### src/rtl/rcfp_pkg.sv
package rcfp_pkg;

	// Configuration port geometry.
	localparam int CFG_IDX_W  = 3;
	localparam int CFG_DATA_W = 16;

	// Register indexes on the configuration port.
	localparam logic [CFG_IDX_W-1:0] REG_START_CHAR = 3'd0;
	localparam logic [CFG_IDX_W-1:0] REG_END_CHAR   = 3'd1;
	localparam logic [CFG_IDX_W-1:0] REG_MIN_VALID  = 3'd2;
	localparam logic [CFG_IDX_W-1:0] REG_MAX_VALID  = 3'd3;
	localparam logic [CFG_IDX_W-1:0] REG_TIMEOUT_MS = 3'd4;

	// Register values after reset.
	localparam logic [7:0]  RST_START_CHAR = 8'd60;    // '<'
	localparam logic [7:0]  RST_END_CHAR   = 8'd62;    // '>'
	localparam logic [15:0] RST_MIN_VALID  = 16'd900;
	localparam logic [15:0] RST_MAX_VALID  = 16'd2100;
	localparam logic [15:0] RST_TIMEOUT_MS = 16'd500;

	// Stream widths, padded to whole bytes.
	localparam int IN_DATA_W  = 16;
	localparam int OUT_DATA_W = 40;

	// Frame status codes.
	typedef enum logic [1:0] {
		STATUS_NONE     = 2'd0,
		STATUS_ACCEPTED = 2'd1,
		STATUS_REJECTED = 2'd2
	} frame_status_t;

	// One result item as it sits in the output register.
	typedef struct packed {
		frame_status_t frame_status;
		logic          new_frame;
		logic          frame_lost;
		logic          failsafe;
		logic [15:0]   steering;
		logic [15:0]   throttle;
	} result_t;

endpackage

### src/rtl/rc_frame_parser_failsafe_core.sv
// Channel   Direction  Handshake                      Payload
// s_axis    in         s_axis_tvalid / s_axis_tready  tuser: mode, tdata: data_byte, ack_frame
// m_axis    out        m_axis_tvalid / m_axis_tready  tdata: throttle .. frame_status
// cfg       in         cfg_we (no wait, no read-back) cfg_index, cfg_data
//
// Every item yields exactly one result: it first waits in the input register, then the parser
// and timer logic loads the result register.
// One item per cycle is sustained while results are taken; the only loop is the state update.
// Reset (arst_n low) puts the parser back to waiting for a start character, sets failsafe,
// clears the stored channels and the timer, and restores the register defaults.
// When the result register holds a result that is not taken, the input register holds its
// item and s_axis_tready drops only while both are full.
module rc_frame_parser_failsafe_core (
	input  logic                            clk,
	input  logic                            arst_n,
	input  logic                            s_axis_tvalid,
	output logic                            s_axis_tready,
	// [7:0] data_byte, [8] ack_frame, [15:9] zero
	input  logic [rcfp_pkg::IN_DATA_W-1:0]  s_axis_tdata,
	// [0] mode: 0 received byte, 1 millisecond tick
	input  logic                            s_axis_tuser,
	output logic                            m_axis_tvalid,
	input  logic                            m_axis_tready,
	// [15:0] throttle, [31:16] steering, [32] failsafe, [33] frame_lost,
	// [34] new_frame, [36:35] frame_status, [39:37] zero
	output logic [rcfp_pkg::OUT_DATA_W-1:0] m_axis_tdata,
	input  logic                            cfg_we,
	input  logic [rcfp_pkg::CFG_IDX_W-1:0]  cfg_index,
	input  logic [rcfp_pkg::CFG_DATA_W-1:0] cfg_data
);
	import rcfp_pkg::*;

	// Parser position within the six-byte frame.
	typedef enum logic [2:0] {
		PH_START  = 3'd0,
		PH_THR_HI = 3'd1,
		PH_THR_LO = 3'd2,
		PH_STE_HI = 3'd3,
		PH_STE_LO = 3'd4,
		PH_END    = 3'd5
	} phase_t;

	// Configuration registers.
	logic [7:0]  start_char_q;
	logic [7:0]  end_char_q;
	logic [15:0] min_valid_q;
	logic [15:0] max_valid_q;
	logic [15:0] timeout_ms_q;

	// Input register.
	logic        valid_s1;
	logic        mode_s1;
	logic [7:0]  byte_s1;
	logic        ack_s1;

	// Block state.
	phase_t      phase_q;
	logic [7:0]  byte_q [4];
	logic [15:0] throttle_q;
	logic [15:0] steering_q;
	logic        failsafe_q;
	logic        lost_q;
	logic        fresh_q;
	logic [15:0] elapsed_q;

	// Result register.
	logic        out_valid_q;
	result_t     result_q;

	// Next-state values.
	phase_t        phase_d;
	logic [15:0]   throttle_d;
	logic [15:0]   steering_d;
	logic          failsafe_d;
	logic          lost_d;
	logic          fresh_d;
	logic [15:0]   elapsed_d;
	frame_status_t status_d;
	logic [15:0]   frame_thr;
	logic [15:0]   frame_ste;
	logic          in_range;

	logic advance;

	// The item in the input register moves on when the result register is free or being
	// emptied in this cycle; the input register then takes a new transfer at once.
	assign advance       = valid_s1 && (!out_valid_q || m_axis_tready);
	assign s_axis_tready = !valid_s1 || advance;

	assign frame_thr = {byte_q[0], byte_q[1]};
	assign frame_ste = {byte_q[2], byte_q[3]};
	assign in_range  = (frame_thr >= min_valid_q) && (frame_thr <= max_valid_q) &&
	                   (frame_ste >= min_valid_q) && (frame_ste <= max_valid_q);

	always_comb begin
		phase_d    = phase_q;
		throttle_d = throttle_q;
		steering_d = steering_q;
		failsafe_d = failsafe_q;
		lost_d     = lost_q;
		fresh_d    = ack_s1 ? 1'b0 : fresh_q;
		elapsed_d  = elapsed_q;
		status_d   = STATUS_NONE;
		if (mode_s1) begin
			// Tick: saturating count, then compare against the timeout.
			if (elapsed_q != 16'hFFFF) begin
				elapsed_d = elapsed_q + 16'd1;
			end
			if (elapsed_d > timeout_ms_q) begin
				failsafe_d = 1'b1;
				lost_d     = 1'b1;
			end
		end else begin
			unique case (phase_q)
				PH_THR_HI: phase_d = PH_THR_LO;
				PH_THR_LO: phase_d = PH_STE_HI;
				PH_STE_HI: phase_d = PH_STE_LO;
				PH_STE_LO: phase_d = PH_END;
				PH_END: begin
					// A wrong closing byte drops the frame without a status.
					phase_d = PH_START;
					if (byte_s1 == end_char_q) begin
						if (in_range) begin
							status_d   = STATUS_ACCEPTED;
							throttle_d = frame_thr;
							steering_d = frame_ste;
							failsafe_d = 1'b0;
							lost_d     = 1'b0;
							fresh_d    = 1'b1;
							elapsed_d  = 16'd0;
						end else begin
							status_d = STATUS_REJECTED;
						end
					end
				end
				default: phase_d = (byte_s1 == start_char_q) ? PH_THR_HI : PH_START;
			endcase
		end
	end

	// Configuration writes.
	always_ff @(posedge clk or negedge arst_n) begin
		if (!arst_n) begin
			start_char_q <= RST_START_CHAR;
			end_char_q   <= RST_END_CHAR;
			min_valid_q  <= RST_MIN_VALID;
			max_valid_q  <= RST_MAX_VALID;
			timeout_ms_q <= RST_TIMEOUT_MS;
		end else if (cfg_we) begin
			unique case (cfg_index)
				REG_START_CHAR: start_char_q <= cfg_data[7:0];
				REG_END_CHAR:   end_char_q   <= cfg_data[7:0];
				REG_MIN_VALID:  min_valid_q  <= cfg_data;
				REG_MAX_VALID:  max_valid_q  <= cfg_data;
				REG_TIMEOUT_MS: timeout_ms_q <= cfg_data;
				default: ;
			endcase
		end
	end

	// Input register.
	always_ff @(posedge clk or negedge arst_n) begin
		if (!arst_n) begin
			valid_s1 <= 1'b0;
		end else if (s_axis_tready) begin
			valid_s1 <= s_axis_tvalid;
		end
	end

	always_ff @(posedge clk) begin
		if (s_axis_tvalid && s_axis_tready) begin
			mode_s1 <= s_axis_tuser;
			byte_s1 <= s_axis_tdata[7:0];
			ack_s1  <= s_axis_tdata[8];
		end
	end

	// Data bytes of the frame; written before any read, so they need no reset.
	always_ff @(posedge clk) begin
		if (advance && !mode_s1) begin
			case (phase_q)
				PH_THR_HI: byte_q[0] <= byte_s1;
				PH_THR_LO: byte_q[1] <= byte_s1;
				PH_STE_HI: byte_q[2] <= byte_s1;
				PH_STE_LO: byte_q[3] <= byte_s1;
				default: ;
			endcase
		end
	end

	// Parser state, channel values, flags and the result valid.
	always_ff @(posedge clk or negedge arst_n) begin
		if (!arst_n) begin
			phase_q     <= PH_START;
			throttle_q  <= 16'd0;
			steering_q  <= 16'd0;
			failsafe_q  <= 1'b1;
			lost_q      <= 1'b0;
			fresh_q     <= 1'b0;
			elapsed_q   <= 16'd0;
			out_valid_q <= 1'b0;
		end else begin
			if (advance) begin
				phase_q    <= phase_d;
				throttle_q <= throttle_d;
				steering_q <= steering_d;
				failsafe_q <= failsafe_d;
				lost_q     <= lost_d;
				fresh_q    <= fresh_d;
				elapsed_q  <= elapsed_d;
			end
			if (advance) begin
				out_valid_q <= 1'b1;
			end else if (m_axis_tready) begin
				out_valid_q <= 1'b0;
			end
		end
	end

	// Result payload; it is only looked at while out_valid_q is set.
	always_ff @(posedge clk) begin
		if (advance) begin
			result_q.throttle     <= throttle_d;
			result_q.steering     <= steering_d;
			result_q.failsafe     <= failsafe_d;
			result_q.frame_lost   <= lost_d;
			result_q.new_frame    <= fresh_d;
			result_q.frame_status <= status_d;
		end
	end

	assign m_axis_tvalid = out_valid_q;
	assign m_axis_tdata  = {3'b000, result_q};

	// Frame-lost is only ever set together with failsafe, and failsafe is only cleared together with it.
	a_lost_implies_failsafe: assert property (@(posedge clk) disable iff (!arst_n)
		m_axis_tvalid && result_q.frame_lost |-> result_q.failsafe)
		else $error("frame_lost reported without failsafe");

	// An accepted frame always leaves failsafe clear and the new-frame flag set.
	a_accept_flags: assert property (@(posedge clk) disable iff (!arst_n)
		m_axis_tvalid && (result_q.frame_status == STATUS_ACCEPTED) |->
		result_q.new_frame && !result_q.failsafe)
		else $error("accepted frame with inconsistent flags");

	// A tick never moves the parser.
	a_tick_keeps_phase: assert property (@(posedge clk) disable iff (!arst_n)
		advance && mode_s1 |=> $stable(phase_q))
		else $error("parser phase changed on a tick");

	// The input side stalls only while both registers are full and the output is held.
	a_stall_cause: assert property (@(posedge clk) disable iff (!arst_n)
		!s_axis_tready |-> valid_s1 && out_valid_q && !m_axis_tready)
		else $error("input stalled without a full pipeline");

endmodule

### config.mk
export PLATFORM = sky130hd
export DESIGN_NAME = rc_frame_parser_failsafe_core
export DESIGN_NICKNAME = d
export VERILOG_FILES = /design/src/rtl/rcfp_pkg.sv /design/src/rtl/rc_frame_parser_failsafe_core.sv
export SDC_FILE = /design/constraint.sdc
export NUM_CORES = 1
export LEC_CHECK = 0
export BUFFER_PORTS_ARGS = -buffer_cell sky130_fd_sc_hd__buf_2
export CORE_ASPECT_RATIO = 1.75
export CORE_UTILIZATION = 60
export DETAILED_ROUTE_END_ITERATION = 10
export GPL_ROUTABILITY_DRIVEN = 0
export PLACE_DENSITY = 0.84
export SYNTH_ARGS = -nofsm -noshare
export SYNTH_HDL_FRONTEND = slang
export SYNTH_SLANG_ARGS = --single-unit
### constraint.sdc
create_clock -name clk -period 5.5 [get_ports clk]
set_input_delay 0.55 -clock clk [delete_from_list [all_inputs] [get_ports clk]]
set_output_delay 0.55 -clock clk [all_outputs]
set_load 0.05 [all_outputs]
# Yosys cells after proc, flatten, opt, wreduce, memory -nomap -nowiden
# Memory sizes are Yosys's and may differ from the RTL's.
# Cells that the tools add are included.
# Widths: inputs -> output; s select.
[word_totals]
out_inout_bits = 42
memories = 1
inputBits = 41
regBits = 167
ramBits = 32
rom_bits = 0
latch_bits = 0
wordCells = 127
[mem_list]
columns = ["name", "words", "word_bits", "read_ports", "rd_ports_with_merged_regs", "wr", "line", "source"]
rows = [
  ["byte_q", 4, 8, 4, 0, 1, "rc_frame_parser_failsafe_core.sv:58", "logic [7:0] byte_q [4];"],
]
[op_classes]
multipliers = 0
n_shift = 0
div = 0
reduce_logical = 27
bitwise_logic = 3
magnitude_cmp = 5
addsub = 1
eq_ne = 12
n_mux = 55
[op_table]
columns = ["operator", "n"]
rows = [
  ["$mux 16", 14],
  ["$mux 1", 33],
  ["$ge 16x16->1", 2],
  ["$le 16x16->1", 2],
  ["$mux 8", 3],
  ["$reduce_or 8->1", 3],
  ["$add 16x1->16 const B", 1],
  ["$eq 8x8->1", 2],
  ["$gt 16x16->1", 1],
  ["$ne 16x16->1 const B", 1],
  ["$pmux 3 s5", 1],
  ["$eq 3x2->1 const B", 4],
  ["$reduce_and 2->1", 6],
  ["$eq 3x3->1 const B", 3],
  ["$mux 2", 4],
  ["$reduce_bool 2->1", 4],
  ["$eq 3x1->1 const B", 2],
  ["$logic_and 1x1->1", 6],
  ["$reduce_and 4->1", 1],
  ["$logic_not 1->1", 3],
  ["$logic_not 3->1", 1],
  ["$not 1->1", 3],
  ["$reduce_or 3->1", 1],
  ["$logic_or 1x1->1", 2],
]

# Logic depth before layout (Yosys ltp)
[logic_depth]
depth_word = 10
ltp_mapped = 14
ltp_nobuf = 14

# Worst setup path before layout
# OpenSTA, ideal clock, no wires.
[synth_path]
path_type = "flip-flop to flip-flop"
from = "register elapsed_q[0]"
to = "register result_q (netlist bit m_axis_tdata[32]) (data pin)"
t_required_ps = 5242
n_path_buf = 0
synth_period_minus_slack_ps = 2981
setup_ps = 258
slack_ps = 2519
arrival_ps = 2723
path_stages_with_launch = 14
cell_sequence = "dfrtp_1 -> ha_1 -> nand2_1 -> nor3_1 -> nand2_1 -> o21ai_0 -> ha_1 -> nor2b_1 -> o21a_1 -> o21a_1 -> o21ai_0 -> nand4_1 -> a31oi_1 -> nor2_1"
[synth_between]
elab_chain_cells = 6
word_cells_on_any_way = 7
classes_between = "1 x add/sub; 1 x order compare; 1 x eq/ne; 4 x mux"
[synth_lines]
columns = ["element", "line", "source"]
rows = [
  ["start, declared", "rc_frame_parser_failsafe_core.sv:64", "logic [15:0] elapsed_q;"],
  ["start signal, assigned", "rc_frame_parser_failsafe_core.sv:210", "elapsed_q <= elapsed_d;"],
  ["$add 16x1->16 or $ne 16x16->1 (tied branches)", "rc_frame_parser_failsafe_core.sv:107, rc_frame_parser_failsafe_core.sv:106", ""],
  ["$mux 16 *", "rc_frame_parser_failsafe_core.sv:106", "if (elapsed_q != 16'hFFFF) begin"],
  ["$mux 16 *", "rc_frame_parser_failsafe_core.sv:104", "if (mode_s1) begin"],
  ["$gt 16x16->1 *", "rc_frame_parser_failsafe_core.sv:109", "if (elapsed_d > timeout_ms_q) begin"],
  ["$mux 1 *", "rc_frame_parser_failsafe_core.sv:109", ""],
  ["$mux 1 *", "rc_frame_parser_failsafe_core.sv:104", ""],
  ["named net failsafe_d", "rc_frame_parser_failsafe_core.sv:74", "logic failsafe_d;"],
  ["end, declared", "rc_frame_parser_failsafe_core.sv:68", "result_t result_q;"],
]
# The timed path passes the listed nets; every way through them passes the cells marked *. The select of a mux whose other input is x is not followed.
# A chain may end at the register's enable or synchronous reset.

# Final worst setup path
[layout_path]
from = "register elapsed_q[0]"
to = "register result_q (netlist bit m_axis_tdata[33]) (data pin)"
[layout_between]
elab_chain_cells = 6
word_cells_on_any_way = 7
classes_between = "1 x add/sub; 1 x order compare; 1 x eq/ne; 4 x mux"
[layout_lines]
columns = ["element", "line", "source"]
rows = [
  ["$add 16x1->16 or $ne 16x16->1 (tied branches)", "rc_frame_parser_failsafe_core.sv:107, rc_frame_parser_failsafe_core.sv:106", ""],
  ["$mux 16 *", "rc_frame_parser_failsafe_core.sv:106", ""],
  ["$mux 16 *", "rc_frame_parser_failsafe_core.sv:104", ""],
  ["$gt 16x16->1 *", "rc_frame_parser_failsafe_core.sv:109", ""],
  ["$mux 1 *", "rc_frame_parser_failsafe_core.sv:109", ""],
  ["$mux 1 *", "rc_frame_parser_failsafe_core.sv:104", ""],
  ["named net lost_d", "rc_frame_parser_failsafe_core.sv:75", "logic lost_d;"],
]
# Marked as above.

==> results.yml <==
layout:
  antenna_cells: 0
  final_cells: 1142
  syn2layout_area_growth_pct: 11.7
  fill_cells: 1145
  regArea_sq_mm: 0.00541
  drive_gt1_share_pct: 26.4
  multi_input_area_sq_mm: 0.00442
  finalNetCount: 1027
timing:
  final_hold_viol_count: 0
  rsz0062_at_grt: "no"
  fin_hold_ws_ns: 0.269
  finalSetupTns_ns: 0
  fmax_ghz: 0.261
  setup_viol: 0
  slew_viol_final: 0
  finalCritPeriodShare_pct: 69.7
  tightest_slew_ns: 1.22
  max-slew-margin-rel_pct: 18.3
  finalWorstPathRequiredPeriod_ns: 3.84
  fin_skew_ns: 0.0174
synth:
  yosys_warnings: 0
  synth-seq-cells: 199
  synth_top_cell_by_area: "dfrtp_1"
  synthCells: 834
  yosysSeqAreaShare_pct: 53.2
  async_flop_share_pct: 60.3
  synth.area.top_cells: "dfrtp_1 24%, edfxtp_1 23%, ha_1 10%"
  synth_edf_count: 79
  yosysUniqueCellTypes: 58
  synth_area_sq_mm: 0.0102
  synth_top_cell_area_share_pct: 23.6
  avgSynthCellArea_sq_um: 12.2
  ys.flop_type: "dfrtp_1"
pwr:
  seq_power_share_pct: 45.0
  p_int_mw: 2.90
  power_switching_mw: 1.32
  p_leak_nw: 5.00
  sw_frac_of_total_pct: 31.3
  power.density_mw_per_mm2: 372
  clkPwrFrac_pct: 30.8
  share_comb_of_total_power_pct: 24.2
  power_mw: 4.22
  ir_drop_mv: 0.206
drt:
  dr.pass1.iters: 5
  drtAntennaViolNets: 0
  drt_wl_total_um: 21800
  vias: 6727
  drc_errors: 0
  drt_iter0_markers: 355
  drt-wirelength-per-cell_um: 19.1
  viasPerCell: 5.89
floorplan:
  io_pins: 83
  die_height_um: 174
  initial_core_util_pct: 61.5
  rows: 62
  core_area_sq_mm: 0.0165
  fp.dieArea_sq_mm: 0.0175
  die_x_um: 100
global_route:
  grt_max_degree: 78
  grt_pass1_vias: 6910
  grt_overflow_total: 0
  grt.total_usage_pct: 27.1
  grt_pass1_wl_um: 35500
  antenna_found_initial: 0
clock_network:
  cts_resized: 0
  cts-root-buf: "clkbuf_16"
  clk_pin_slew_ns: 0.08
  cts-htree-levels: 4
  cts_buffer_depth: 2
  postCtsHoldBufs: 0
  cts_buffers: 17
  insertion_delay_ns: 0.44
  cts_tree: "yes"
  post_cts_buffers: 0
  clkSinkCount: 199
worst_setup_path:
  critical_path_class: "reg -> reg"
  path_buf_inv: 0
  crit_required_ns: 5.67
  crit_path_start_kind: "flip-flop"
  ff2ff_path_depth: 13
  critPathMaxFanout: 8
  cp_slowest_cell: "nor3_1"
  worstPathArrival_ns: 4.00
  crit_path_end_kind: "flip-flop"
  cp_slowest_stage_delay_ns: 0.50
  crit_chain: "ha_1 -> nand2_1 -> nor3_1 -> nand2_1 -> o21ai_0 -> ha_1 -> nor2b_1 -> o21a_1 -> o21a_1 -> o21ai_0 -> nand4_1 -> a31oi_1 -> nor2_1"
  crit_cells: 13
  cp_top_family: "simple AND/OR/NAND/NOR gates"
placed_design:
  hpwl_um: 15400
  portBuffers: 72
  placed_cells: 1110
run_status:
  status: "complete, no violations"
run:
  maxCapViolations: 0
min_path:
  hold_path.class: "in -> async"
## cell usage after synthesis, types with 2 or more instances
cell type  number
a211oi_1        5
a21o_1          8
a21oi_1        32
a221oi_1        2
a22oi_1        13
a31oi_1         5
and2_1          5
and3_1          6
and4_1          3
buf_2           3
buf_4           3
buf_6           3
clkbuf_1       21
dfrtp_1        96
dfstp_2        24
edfxtp_1       79
ha_1           81
inv_1          55
mux2_1          7
mux2_2         77
mux2_4         20
mux2i_1         4
nand2_1        70
nand2b_1        7
nand3_1        16
nand4_1        17
nor2_1         31
nor2b_1         5
nor3_1         12
nor4_1          5
o211ai_1        6
o21a_1          5
o21ai_0        52
o21bai_1        2
o31ai_1         6
xnor2_1        14
xor2_1         13
## final timing paths
kind | slack (ns) | from | end
worst min register to register | 0.48 | throttle_q[10] | throttle_q[10]
max in group asynchronous | 4.06 | arst_n | steering_q[10]
min in group clk | 0.29 | s_axis_tuser | mode_s1
worst max-delay path | 1.66 | elapsed_q[0] | m_axis_tdata[33]
worst min-delay path | 0.27 | arst_n | max_valid_q[0]
worst max register to register | 1.66 | elapsed_q[0] | m_axis_tdata[33]
## layout make-up
class,instances,share of cell area (%)
Sequential cell,199,47.6
Multi-Input combinational cell,551,38.9
Clock buffer,19,3.81
Timing Repair Buffer,80,3.72
Tap cell,224,2.47
Inverter,56,1.85
Clock inverter,13,1.62
## cell families after synthesis
group | after synthesis | synth area share, %
muxes | 108 | 12.6
buffers and inverters | 86 | 3.54
DFF | 199 | 53.2
adders and majority gates | 81 | 9.97
xor gates and xnor gates | 27 | 2.33
other | 1 | 0.0369
and+or+nand+nor | 187 | 9.43
AOI/OAI and AO/OA | 145 | 8.90
## registers in the layout, indices dropped and copies added (netlist names), 3 cells and up
signal / cells
end_char_q: 8
m_axis_tdata: 37
max_valid_q: 16
throttle_q: 16
timeout_ms_q: 16
min_valid_q: 16
start_char_q: 8
elapsed_q: 16
steering_q: 16
phase_q: 3
byte_q: 32
byte_s1: 8
## per-layer routing
metal | global-route usage (%) | share of wire [%]
met2 | 46.6 | 53
met1 | 30.9 | 38
met3 | 3.82 | 3.0
met5 | 0 | 0
met4 | 18.1 | 6.2
## power by group through the flow
stage / clock network (mW) / registers (mW) / logic [mW]
6_report: 1.30 / 1.90 / 1.02
5_1_grt: 1.37 / 1.92 / 1.14
4_1_cts: 1.32 / 1.89 / 1.02
3_5_place_dp: 0 / 1.92 / 1.00
3_3_place_gp: 0 / 1.91 / 0.951
2_1_floorplan: 0 / 1.92 / 0.718
## cells in the final DEF, fill, tap and decap left out, types with 6 or more instances in the layout
cell type and count:
a21o_1 8, a21oi_1 32, nand2_1 70, dfstp_2 24, o31ai_1 6, inv_1 55, nor2_1 30, nand2b_1 7
ha_1 81, mux2_4 20, o211ai_1 6, and3_1 6, a22oi_1 13, buf_4 9, xor2_1 13, buf_2 71
nor3_1 11, clkbuf_16 17, mux2_2 77, mux2_1 7, dfrtp_1 96, xnor2_1 14, o21ai_0 52, nand4_1 17
inv_6 7, nand3_1 16, edfxtp_1 79
## stage by stage
| step | cell area [sq um] | utilization, % | worst slack [ns] |
|---|---|---|---|
| 6_report | 11400 | 68.7 | 1.66 |
| 5_1_grt | 11400 | 68.7 | 1.51 |
| 4_1_cts | 11400 | 68.7 | 1.72 |
| 3_5_place_dp | 10700 | 65.0 | 1.75 |
| 3_3_place_gp | 10700 | 65.0 | 1.85 |
| 2_1_floorplan | 10200 | - | 2.52 |
## worst reg2reg max path: cells and delay by family, from the launching register on
kind	cells	cell delay, ns
simple gates	6	1.40
compound gates	5	1.15
fa+ha+maj	2	0.55
flops	1	0.47
No activity file was read; power rests on OpenSTA's default activity.
